[src/rtl/assert_macros.svh]
// Assertion helpers shared by the RTL. Expect clk and rst_n in scope.
`ifndef ASSERT_MACROS_SVH
`define ASSERT_MACROS_SVH

// Same-cycle implication
`define KCD_ASSERT_IMP(lbl, ante, cons) \
    lbl: assert property (@(posedge clk) disable iff (!rst_n) (ante) |-> (cons)) \
        else $error("assertion failed");

// Next-cycle implication
`define KCD_ASSERT_NXT(lbl, ante, cons) \
    lbl: assert property (@(posedge clk) disable iff (!rst_n) (ante) |=> (cons)) \
        else $error("assertion failed");

`endif

[src/rtl/kcd_pkg.sv]
// ----------------------------------------------------------------------------
// kcd_pkg
// Shared types and constants of the keyed cache directory.
// ----------------------------------------------------------------------------
package kcd_pkg;

    localparam int CAPACITY_DEF    = 16;
    localparam int COORD_BITS_DEF  = 24;
    localparam int HANDLE_BITS_DEF = 32;

    localparam int ACTION_W = 3;
    localparam int LEVEL_W  = 3;
    localparam int SIZE_W   = 32;
    localparam int BYTES_W  = 48;
    localparam int STAMP_W  = 32;
    localparam int MAXENT_W = 5;
    localparam int POLICY_W = 2;

    localparam logic [ACTION_W-1:0] ACT_PUT      = 3'd0;
    localparam logic [ACTION_W-1:0] ACT_GET      = 3'd1;
    localparam logic [ACTION_W-1:0] ACT_REMOVE   = 3'd2;
    localparam logic [ACTION_W-1:0] ACT_CONTAINS = 3'd3;
    localparam logic [ACTION_W-1:0] ACT_CLEAR    = 3'd4;

    localparam logic [POLICY_W-1:0] POL_LRU  = 2'd0;
    localparam logic [POLICY_W-1:0] POL_LFU  = 2'd1;
    localparam logic [POLICY_W-1:0] POL_FIFO = 2'd2;

    localparam logic [1:0] REG_POLICY      = 2'd0;
    localparam logic [1:0] REG_MAX_ENTRIES = 2'd1;
    localparam logic [1:0] REG_MAX_BYTES   = 2'd2;

    localparam logic [POLICY_W-1:0] POLICY_RST      = POL_LRU;
    localparam logic [MAXENT_W-1:0] MAX_ENTRIES_RST = 5'd16;
    localparam logic [BYTES_W-1:0]  MAX_BYTES_RST   = 48'd268435456;
    localparam logic [BYTES_W-1:0]  BYTES_MAX       = {BYTES_W{1'b1}};
    localparam logic [STAMP_W-1:0]  USE_MAX         = {STAMP_W{1'b1}};

    // per-cell update commands
    typedef struct packed {
        logic wr;
        logic drop;
        logic bump;
        logic clr;
    } cell_ctrl_t;

    // victim search token passed along the chain
    typedef struct packed {
        logic               found;
        logic [STAMP_W-1:0] val;
    } best_tok_t;

endpackage

[src/rtl/kcd_cell.sv]
// ----------------------------------------------------------------------------
// kcd_cell
// One directory slot: storage, key match and one stage of the victim search.
// ----------------------------------------------------------------------------
module kcd_cell #(
    parameter int COORD_BITS  = kcd_pkg::COORD_BITS_DEF,
    parameter int HANDLE_BITS = kcd_pkg::HANDLE_BITS_DEF,
    parameter int IDX_BITS    = 4
) (
    input  logic                          clk,
    input  logic                          rst_n,
    input  kcd_pkg::cell_ctrl_t           ctrl,
    input  logic [IDX_BITS-1:0]           my_idx,
    input  logic [COORD_BITS-1:0]         req_x,
    input  logic [COORD_BITS-1:0]         req_z,
    input  logic [kcd_pkg::LEVEL_W-1:0]   req_level,
    input  logic [HANDLE_BITS-1:0]        req_handle,
    input  logic [kcd_pkg::SIZE_W-1:0]    req_size,
    input  logic [kcd_pkg::STAMP_W-1:0]   stamp_now,
    input  logic [kcd_pkg::STAMP_W-1:0]   stamp_new,
    input  logic [kcd_pkg::POLICY_W-1:0]  policy,
    input  kcd_pkg::best_tok_t            best_in,
    input  logic [IDX_BITS-1:0]           best_idx_in,
    output kcd_pkg::best_tok_t            best_out,
    output logic [IDX_BITS-1:0]           best_idx_out,
    output logic                          valid,
    output logic                          hit,
    output logic [HANDLE_BITS-1:0]        handle,
    output logic [COORD_BITS-1:0]         key_x,
    output logic [COORD_BITS-1:0]         key_z,
    output logic [kcd_pkg::LEVEL_W-1:0]   key_level,
    output logic [kcd_pkg::SIZE_W-1:0]    size
);

    logic                         valid_reg;
    logic [COORD_BITS-1:0]        x_reg;
    logic [COORD_BITS-1:0]        z_reg;
    logic [kcd_pkg::LEVEL_W-1:0]  lvl_reg;
    logic [HANDLE_BITS-1:0]       handle_reg;
    logic [kcd_pkg::SIZE_W-1:0]   size_reg;
    logic [kcd_pkg::STAMP_W-1:0]  use_reg;
    logic [kcd_pkg::STAMP_W-1:0]  last_reg;
    logic [kcd_pkg::STAMP_W-1:0]  ins_reg;
    kcd_pkg::best_tok_t           best_reg;
    kcd_pkg::best_tok_t           best_next;
    logic [IDX_BITS-1:0]          best_idx_reg;
    logic [IDX_BITS-1:0]          best_idx_next;
    logic [kcd_pkg::STAMP_W-1:0]  metric;
    logic                         better;

    always_comb
    begin
        if (policy == kcd_pkg::POL_LFU)
        begin
            metric = use_reg;
            better = !best_in.found || (metric < best_in.val);
        end
        else
        begin
            metric = stamp_now - ((policy == kcd_pkg::POL_FIFO) ? ins_reg : last_reg);
            better = !best_in.found || (metric > best_in.val);
        end
        if (valid_reg && better)
        begin
            best_next     = '{found: 1'b1, val: metric};
            best_idx_next = my_idx;
        end
        else
        begin
            best_next     = best_in;
            best_idx_next = best_idx_in;
        end
    end

    always_ff @(posedge clk or negedge rst_n)
    begin
        if (!rst_n)
        begin
            valid_reg    <= 1'b0;
            best_reg     <= '0;
            best_idx_reg <= '0;
        end
        else
        begin
            best_reg     <= best_next;
            best_idx_reg <= best_idx_next;
            if (ctrl.clr || ctrl.drop)
                valid_reg <= 1'b0;
            else if (ctrl.wr)
                valid_reg <= 1'b1;
        end
    end

    // slot payload, no reset
    always_ff @(posedge clk)
    begin
        if (ctrl.wr)
        begin
            x_reg      <= req_x;
            z_reg      <= req_z;
            lvl_reg    <= req_level;
            handle_reg <= req_handle;
            size_reg   <= req_size;
            use_reg    <= kcd_pkg::STAMP_W'(1);
            last_reg   <= stamp_new;
            ins_reg    <= stamp_new;
        end
        else if (ctrl.bump)
        begin
            if (use_reg != kcd_pkg::USE_MAX)
                use_reg <= use_reg + kcd_pkg::STAMP_W'(1);
            last_reg <= stamp_new;
        end
    end

    assign hit          = valid_reg && (x_reg == req_x) && (z_reg == req_z)
                          && (lvl_reg == req_level);
    assign valid        = valid_reg;
    assign handle       = handle_reg;
    assign key_x        = x_reg;
    assign key_z        = z_reg;
    assign key_level    = lvl_reg;
    assign size         = size_reg;
    assign best_out     = best_reg;
    assign best_idx_out = best_idx_reg;

endmodule
[config.mk]
export PLATFORM = sky130hd
export DESIGN_NAME = kcd_cell
export DESIGN_NICKNAME = d
export VERILOG_FILES = /design/src/rtl/assert_macros.svh /design/src/rtl/kcd_pkg.sv /design/src/rtl/kcd_cell.sv
export SDC_FILE = /design/constraint.sdc
export NUM_CORES = 1
export LEC_CHECK = 0
export BUFFER_PORTS_ARGS = -buffer_cell sky130_fd_sc_hd__buf_2
export CAP_MARGIN = 20
export CORE_AREA = 3 3 155 157
export CTS_CLUSTER_DIAMETER = 100
export CTS_CLUSTER_SIZE = 20
export DETAILED_ROUTE_END_ITERATION = 7
export DIE_AREA = 0 0 158 160
export PLACE_DENSITY_LB_ADDON = 0.1
export SYNTH_ARGS = -nofsm -noshare
export SYNTH_HDL_FRONTEND = slang
export SYNTH_SLANG_ARGS = --single-unit
[constraint.sdc]
create_clock -name clk -period 6.8 [get_ports clk]
set_clock_uncertainty 0.1 [all_clocks]
set_input_delay 0.34 -clock clk [delete_from_list [all_inputs] [get_ports clk]]
set_output_delay 0.34 -clock clk [all_outputs]
set_load 0.005 [all_outputs]
# --- After elaboration in Yosys (flattened, before gate mapping) ---
# Cells that the tools add are included.
op_classes:
  n_addsub: 2
  mul: 0
  div: 0
  magnitude_cmp: 2
  eq_ne: 6
  shifts: 0
  muxes: 9
  bitwise_logic: 0
  n_reduce_logical: 11
ops:
  columns: ["op", "n"]
  rows:
  - ["32-bit 2-to-1 mux", 4]
  - ["24-bit == test", 2]
  - ["33-bit 2-to-1 mux", 1]
  - ["32-bit by 1-bit adder with 32-bit output, second input constant", 1]
  - ["32-bit greater-than comparator", 1]
  - ["32-bit less-than comparator", 1]
  - ["32-bit inequality test, second input constant", 1]
  - ["32-bit subtractor", 1]
  - ["1-bit logical AND", 4]
  - ["4-bit 2-to-1 mux", 1]
  - ["2-bit nonzero test", 2]
  - ["3-bit == test", 1]
  - ["1-bit logical OR", 3]
  - ["1-bit 2-to-1 mux", 3]
  - ["2-bit by 1-bit == test with 1-bit output, second input constant", 1]
  - ["2-bit == test, second input constant", 1]
  - ["2-bit AND reduction", 1]
  - ["1-bit logical NOT", 1]
totals:
  regBits: 249
  latch_bits: 0
  mem_bits_rw: 0
  romBits: 0
  input_bits: 228
  output_inout_bits: 154
  elab_cells: 42
  n_memories: 0

# --- Logic depth before layout (Yosys ltp) ---
logic_depth:
  depth_word: 8
  depth_mapped: 25
  depth_no_buf: 21

# --- Worst setup path after synthesis ---
# Ideal clock, no wire load.
synth_timing:
  path_type: "input -> register"
  startpoint: "in policy[0] (netlist bit)"
  endpoint: "reg best_reg (netlist bit best_out[25])"
  setup_time_ns: 0.124
  t_arrival_ns: 4.963
  required_ns: 6.576
  setup_slack_ns: 1.613
  stages: 23
  path_buffers: 2
  cell_sequence: "nand2b_1 -> clkbuf_1 -> buf_1 -> mux2_2 -> ha_1 -> fa_1 -> nand2b_1 -> a21o_1 -> a21oi_1 -> or2_1 -> a21oi_1 -> o21ai_1 -> mux2i_1 -> nand2b_1 -> ha_1 -> a21o_1 -> a21o_1 -> a221oi_1 -> o211ai_1 -> a21oi_1 -> o2bb2ai_4 -> and2_2 -> a211o_1"
synth_lines:
  columns: ["item", "line", "source"]
  rows:
  - ["start: declaration", "kcd_cell.sv:21", "input logic [kcd_pkg::POLICY_W-1:0] policy,"]
  - ["end signal: assignment", "kcd_cell.sv:85", "best_reg <= best_next;"]
  - ["end: declaration", "kcd_cell.sv:44", "kcd_pkg::best_tok_t best_reg;"]

# --- Worst setup path in the final report ---
layout_timing:
  startpoint: "in policy[0] (netlist bit)"
  endpoint: "reg best_idx_reg[1] (netlist: best_idx_out[1])"
layout_via:
  elab_chain_cells: 8
  elab_cells_between_ends: 9
  cone_classes: "1 x add/sub; 1 x order compare; 2 x eq/ne; 3 x mux; 2 x reduce/logical"
layout_rtl:
  columns: ["item", "line", "source"]
  rows:
  - ["2-bit == test", "kcd_cell.sv:60", "metric = stamp_now - ((policy == kcd_pkg::POL_FIFO) ? ins_reg : last_reg);"]
  - ["32-bit 2-to-1 mux", "kcd_cell.sv:60", null]
  - ["32-bit subtractor", "kcd_cell.sv:60", null]
  - ["32-bit greater-than comparator", "kcd_cell.sv:61", "better = !best_in.found || (metric > best_in.val);"]
  - ["1-bit logical OR", "kcd_cell.sv:61", null]
  - ["1-bit 2-to-1 mux (*)", "kcd_cell.sv:53", "if (policy == kcd_pkg::POL_LFU)"]
  - ["1-bit logical AND (*)", "kcd_cell.sv:63", "if (valid_reg && better)"]
  - ["4-bit 2-to-1 mux (*)", "kcd_cell.sv:63", null]
  - ["net best_idx_next[1]", "kcd_cell.sv:47", "logic [IDX_BITS-1:0] best_idx_next;"]
  - ["end signal: assignment", "kcd_cell.sv:86", "best_idx_reg <= best_idx_next;"]
  - ["end: declaration", "kcd_cell.sv:46", "logic [IDX_BITS-1:0] best_idx_reg;"]
# Mark *: on every way through the listed nets, which the timed path passes. The rest lies on a longest branch.
# A chain may end at the register's enable or synchronous reset.

==> out/summary.md <==
The run finished with clean final reports. For this block, the initial DRC count from the detailed router was 807. The quantity of I/O buffers inserted on ports is 381, and the final hold violation count is 0. The tools report the cell chosen for the clock root as sky130_fd_sc_hd__clkbuf_16. The synthesized netlist devotes 11.3% of its cell area to compound gates. For the data required time at the worst endpoint, the log shows 7.11 ns. The core region is 0.0226 mm2. The routed via count divided by cell count works out to 5.66.

TritonCTS created 16 clock buffers. The portion of synthesized cell area occupied by the leading cell type works out to 41.5%. IR analysis of the VDD net gives a maximum drop of 180 uV. The run gives 62.6 mm as the first-pass GRT wire length. The design draws 3.73 mW. The cell leakage power is 7.75 nW. Yosys mapped a number of flops with a built-in enable equal to 179.

The HPWL after detailed placement was 27.7 mm. For the worst-skew pair, the clock arrives at the later sink with an insertion delay of 0.52 ns. For the final-stage net count, the log shows 1,986. The kind of cell with the highest combined delay along the critical path is compound AO/OA/AOI/OAI gates. The clock period could shrink to 5.86 ns. Of all flip-flops after synthesis, the portion carrying an async set or reset was 15.3%. Met3 usage: 6.18%.

Power spread over the standard cell area amounts to 215 mW/mm2. The run gives 12 as the number of antenna violations at the first check in global routing. The worst setup path is of the in2reg kind.

The mapped netlist covers 0.0130 mm2. Synthesis inferred 249 register bits. For the worst flop-to-flop path, the logic depth is 20.

Setup slack on the worst reg-to-reg path comes out at 1.01 ns. Global routing finished with a remaining overflow of 0. The tools report the number of I/O pins as 382. For the instance count of the mapped netlist, the log shows 1,115. Measured against the total synthesized area, the mux share comes to 3.47%.

The average cell area after synthesis was 11.6 um2. For the relative slew slack, the log shows 33.6%. In the routed design, unresolved DRC markers number 0. Max-cap violations in this run came to 0.

The most common cell in the synthesized netlist is sky130_fd_sc_hd__edfxtp_1. The register with the most flip-flops in the layout has 33 of them. For the post-CTS resize count, the log shows 0. At the worst endpoint, the arrival time is 6.17 ns.

The run gives 3 as the maximum root-to-sink buffer count. For the global router's overall resource usage, the log shows 31.7%. The worst setup path is captured at a flop.

At the end of the flow the core is filled with cells to 76.4%. Clock-pin slew was measured on the worst setup and hold paths at 0.09 ns. Row generation in the floorplan step produced 55 rows. For this run, global-route usage on met2 was measured as 55.4%. Traced cell by cell, the critical path runs through buf_2 -> nand2b_2 -> mux2_2 -> ha_1 -> fa_1 -> nand2b_1 -> a21o_1 -> a21oi_1 -> or2_1 -> a21oi_1 -> o21ai_1 -> mux2i_1 -> nand2b_1 -> ha_1 -> nand4_1 -> nor3_1 -> nor3b_1 -> a21oi_1 -> o2bb2ai_4 -> mux2_1 -> dlygate4sd3_1. After detailed routing, the total wire length is 41.3 mm.

The slowest stage of the critical path is the sky130_fd_sc_hd__o2bb2ai_4 cell. Setup repair after global routing left no endpoint under its margin. The prevailing post-synth register cell is sky130_fd_sc_hd__edfxtp_1. Counting instances, the worst hold path has a depth of 3. On the worst path, the slowest cell contributes a delay of 0.65 ns. The ratio of cells with drive above 1 in the final layout came out at 26.5%. TritonCTS built the clock tree. Across all layers, the routed design uses 11.1k vias. Timing would allow up to 0.171 GHz. The commonest cells after synthesis are 179 x sky130_fd_sc_hd__edfxtp_1, 103 x sky130_fd_sc_hd__nor2_1, 95 x sky130_fd_sc_hd__ha_1. At the pin with the least slew margin, the transition time is 0.997 ns. The number of antenna-violating nets in the routed design is 0. The per-cell routed wire length works out to 21.0 um. The library cell with the largest summed area after synthesis is sky130_fd_sc_hd__edfxtp_1.

The synthesized netlist devotes 12.9% of its cell area to simple gates. The run gives 0.937 ns as the worst path setup slack after routing. Of all nets on the critical path, the largest fanout is 31.

The number of nets produced by synthesis was 1,439. The run gives 0 as the number of max-slew violations in the final report. The layer flagged by global routing as most heavily used is met2. In the post-synthesis netlist, the biggest area contributors are sky130_fd_sc_hd__edfxtp_1 41%, sky130_fd_sc_hd__ha_1 9.2%, sky130_fd_sc_hd__dfrtp_1 7.3%.

Synthesis instantiated 88 different standard cells from the library. The met1 layer usage reported by global route was 37.8%. The area growth from synthesis to layout is 33.5%. The combinational family with the most area after synthesis was simple AND/OR/NAND/NOR gates. The floorplan step set the die height to 160 um. In the finished design, the share of the clock period the worst path needs comes to 86.2%. By instance count, the cell type seen most on the critical path is sky130_fd_sc_hd__a21oi_1.

The worst setup path is launched from an input port. The CTS H-tree depth is 1. The share of synthesized cell area in full adder, half adder and majority cells was 9.33%; the number of failing setup endpoints in the final timing report was 0. The number of buffer and inverter stages on the critical path works out to 2.

Entering global routing, the biggest net connects 102 pins. For the total die area, the log shows 0.0253 mm2. For this run, the detailed router's first-pass iteration total came to 5.

Routability-driven placement finished with a final weighted congestion of 0.867. The critical path runs through a total of 21 cells. Counting every sink on the clock net gives 249.

For the number of global-route vias before repair, the log shows 11.6k. For the fraction of the yosys area taken by sequential cells, the log shows 53.8%. The initial utilization of the core area, before any placement, comes to 57.2%. For the number of warnings reported in the yosys synthesis log, the log shows 0. The tools report the worst setup slack after placement as 0.904 ns. In this run the worst hold path is classified as in2reg. The die is 158 um wide. Final-layout setup total negative slack: 0 ns. After Yosys synthesis, XOR and XNOR cells account for 5.87% of the synthesized area.
==> power by group <==
part	total [mW]	switching (mW)	internal, mW
combinational	0.957	0.526	0.432
sequential	1.81	0.0517	1.76
clock	0.962	0.523	0.438
==> kinds of logic (layout without fill, tap and decap cells) <==
| logic type | count (synthesis) | count (layout) |
|---|---|---|
| other | 0 | 12 |
| XOR/XNOR | 86 | 86 |
| flip-flops | 249 | 249 |
| adder cells (fa/ha/maj) | 96 | 96 |
| multiplexers | 44 | 44 |
| buffers and inverters | 93 | 644 |
| AO/OA/AOI/OAI | 216 | 216 |
| AND/OR/NAND/NOR | 331 | 331 |
==> cells in the final DEF (no fill, tap or decap), types with 9 or more instances in the layout <==
master                          instances
sky130_fd_sc_hd__a21o_1                16
sky130_fd_sc_hd__a21oi_1               64
sky130_fd_sc_hd__a31oi_1               20
sky130_fd_sc_hd__and3_1                14
sky130_fd_sc_hd__buf_2                380
sky130_fd_sc_hd__clkbuf_16             16
sky130_fd_sc_hd__dfrtp_1               38
sky130_fd_sc_hd__dfxtp_1               32
sky130_fd_sc_hd__diode_2               12
sky130_fd_sc_hd__dlygate4sd3_1        175
sky130_fd_sc_hd__edfxtp_1             179
sky130_fd_sc_hd__ha_1                  95
sky130_fd_sc_hd__inv_1                 61
sky130_fd_sc_hd__mux2i_1               37
sky130_fd_sc_hd__nand2_1               80
sky130_fd_sc_hd__nand2b_1              10
sky130_fd_sc_hd__nand3_1               18
sky130_fd_sc_hd__nand4_1               25
sky130_fd_sc_hd__nor2_1               103
sky130_fd_sc_hd__nor3_1                 9
sky130_fd_sc_hd__nor4_1                14
sky130_fd_sc_hd__o211ai_1              11
sky130_fd_sc_hd__o21a_1                11
sky130_fd_sc_hd__o21ai_0               28
sky130_fd_sc_hd__o21ai_1                9
sky130_fd_sc_hd__xnor2_1               19
sky130_fd_sc_hd__xor2_1                66
==> layer usage <==
metal,share of wire (%),wire length [um]
met1,37,15200
met4,5.5,2250
met5,0,0
met3,7.0,2900
met2,51,21000
==> worst reg2reg max path, cell delays in order, from the launching register on <==
cell and delay [ns]:
sky130_fd_sc_hd__edfxtp_1 0.40, sky130_fd_sc_hd__mux2_2 0.32, sky130_fd_sc_hd__inv_1 0.07, sky130_fd_sc_hd__ha_1 0.22, sky130_fd_sc_hd__and2b_2 0.21, sky130_fd_sc_hd__o211ai_1 0.25, sky130_fd_sc_hd__a21boi_0 0.19, sky130_fd_sc_hd__o21ai_0 0.26
sky130_fd_sc_hd__a21boi_1 0.14, sky130_fd_sc_hd__or2_2 0.30, sky130_fd_sc_hd__a21oi_1 0.18, sky130_fd_sc_hd__xnor2_1 0.08, sky130_fd_sc_hd__ha_1 0.31, sky130_fd_sc_hd__nand4_1 0.11, sky130_fd_sc_hd__or4_1 0.50, sky130_fd_sc_hd__a21o_1 0.17
sky130_fd_sc_hd__o211ai_1 0.11, sky130_fd_sc_hd__a21oi_1 0.14, sky130_fd_sc_hd__o2bb2ai_4 0.65, sky130_fd_sc_hd__mux2_1 0.41, sky130_fd_sc_hd__dlygate4sd3_1 0.57
==> stage by stage <==
| stage | hold slack [ns] | cell area (um2) | cells |
|---|---|---|---|
| 6_report | 0.00609 | 17300 | 1963 |
| 5_1_grt | 0.0148 | 17300 | 1963 |
| 4_1_cts | 0.000207 | 17300 | 1951 |
| 3_5_place_dp | 0.403 | 15100 | 1754 |
| 3_3_place_gp | 0.399 | 15100 | 1754 |
| 2_1_floorplan | -0.0556 | 13000 | 1115 |
==> path summary, 6_finish.rpt <==
check,start,endpoint
max in group asynchronous,rst_n,best_idx_out[2]
worst max-delay path,policy[0],best_idx_out[1]
worst max register to register,ins_reg[1],best_idx_out[1]
worst min-delay path,best_in[23],best_out[23]
min in group asynchronous,rst_n,best_out[1]
worst min register to register,use_reg[12],use_reg[12]
==> repair_timing <==
action / in CTS / in global routing
hold buffers: 175 / 0
hold endpoints to repair: 239 / 0
setup buffers: 0 / 0
==> cell type report <==
class | count | area (um2)
tap | 285 | 357
multi-input combinational | 773 | 5560
timing repair buffer | 561 | 3710
antenna | 12 | 30.0
inverter | 61 | 229
clock buffer | 19 | 412
clock inverter | 3 | 31.3
sequential | 249 | 6970
fill | 1482 | 5340
No activity file was read; power rests on OpenSTA's default activity.
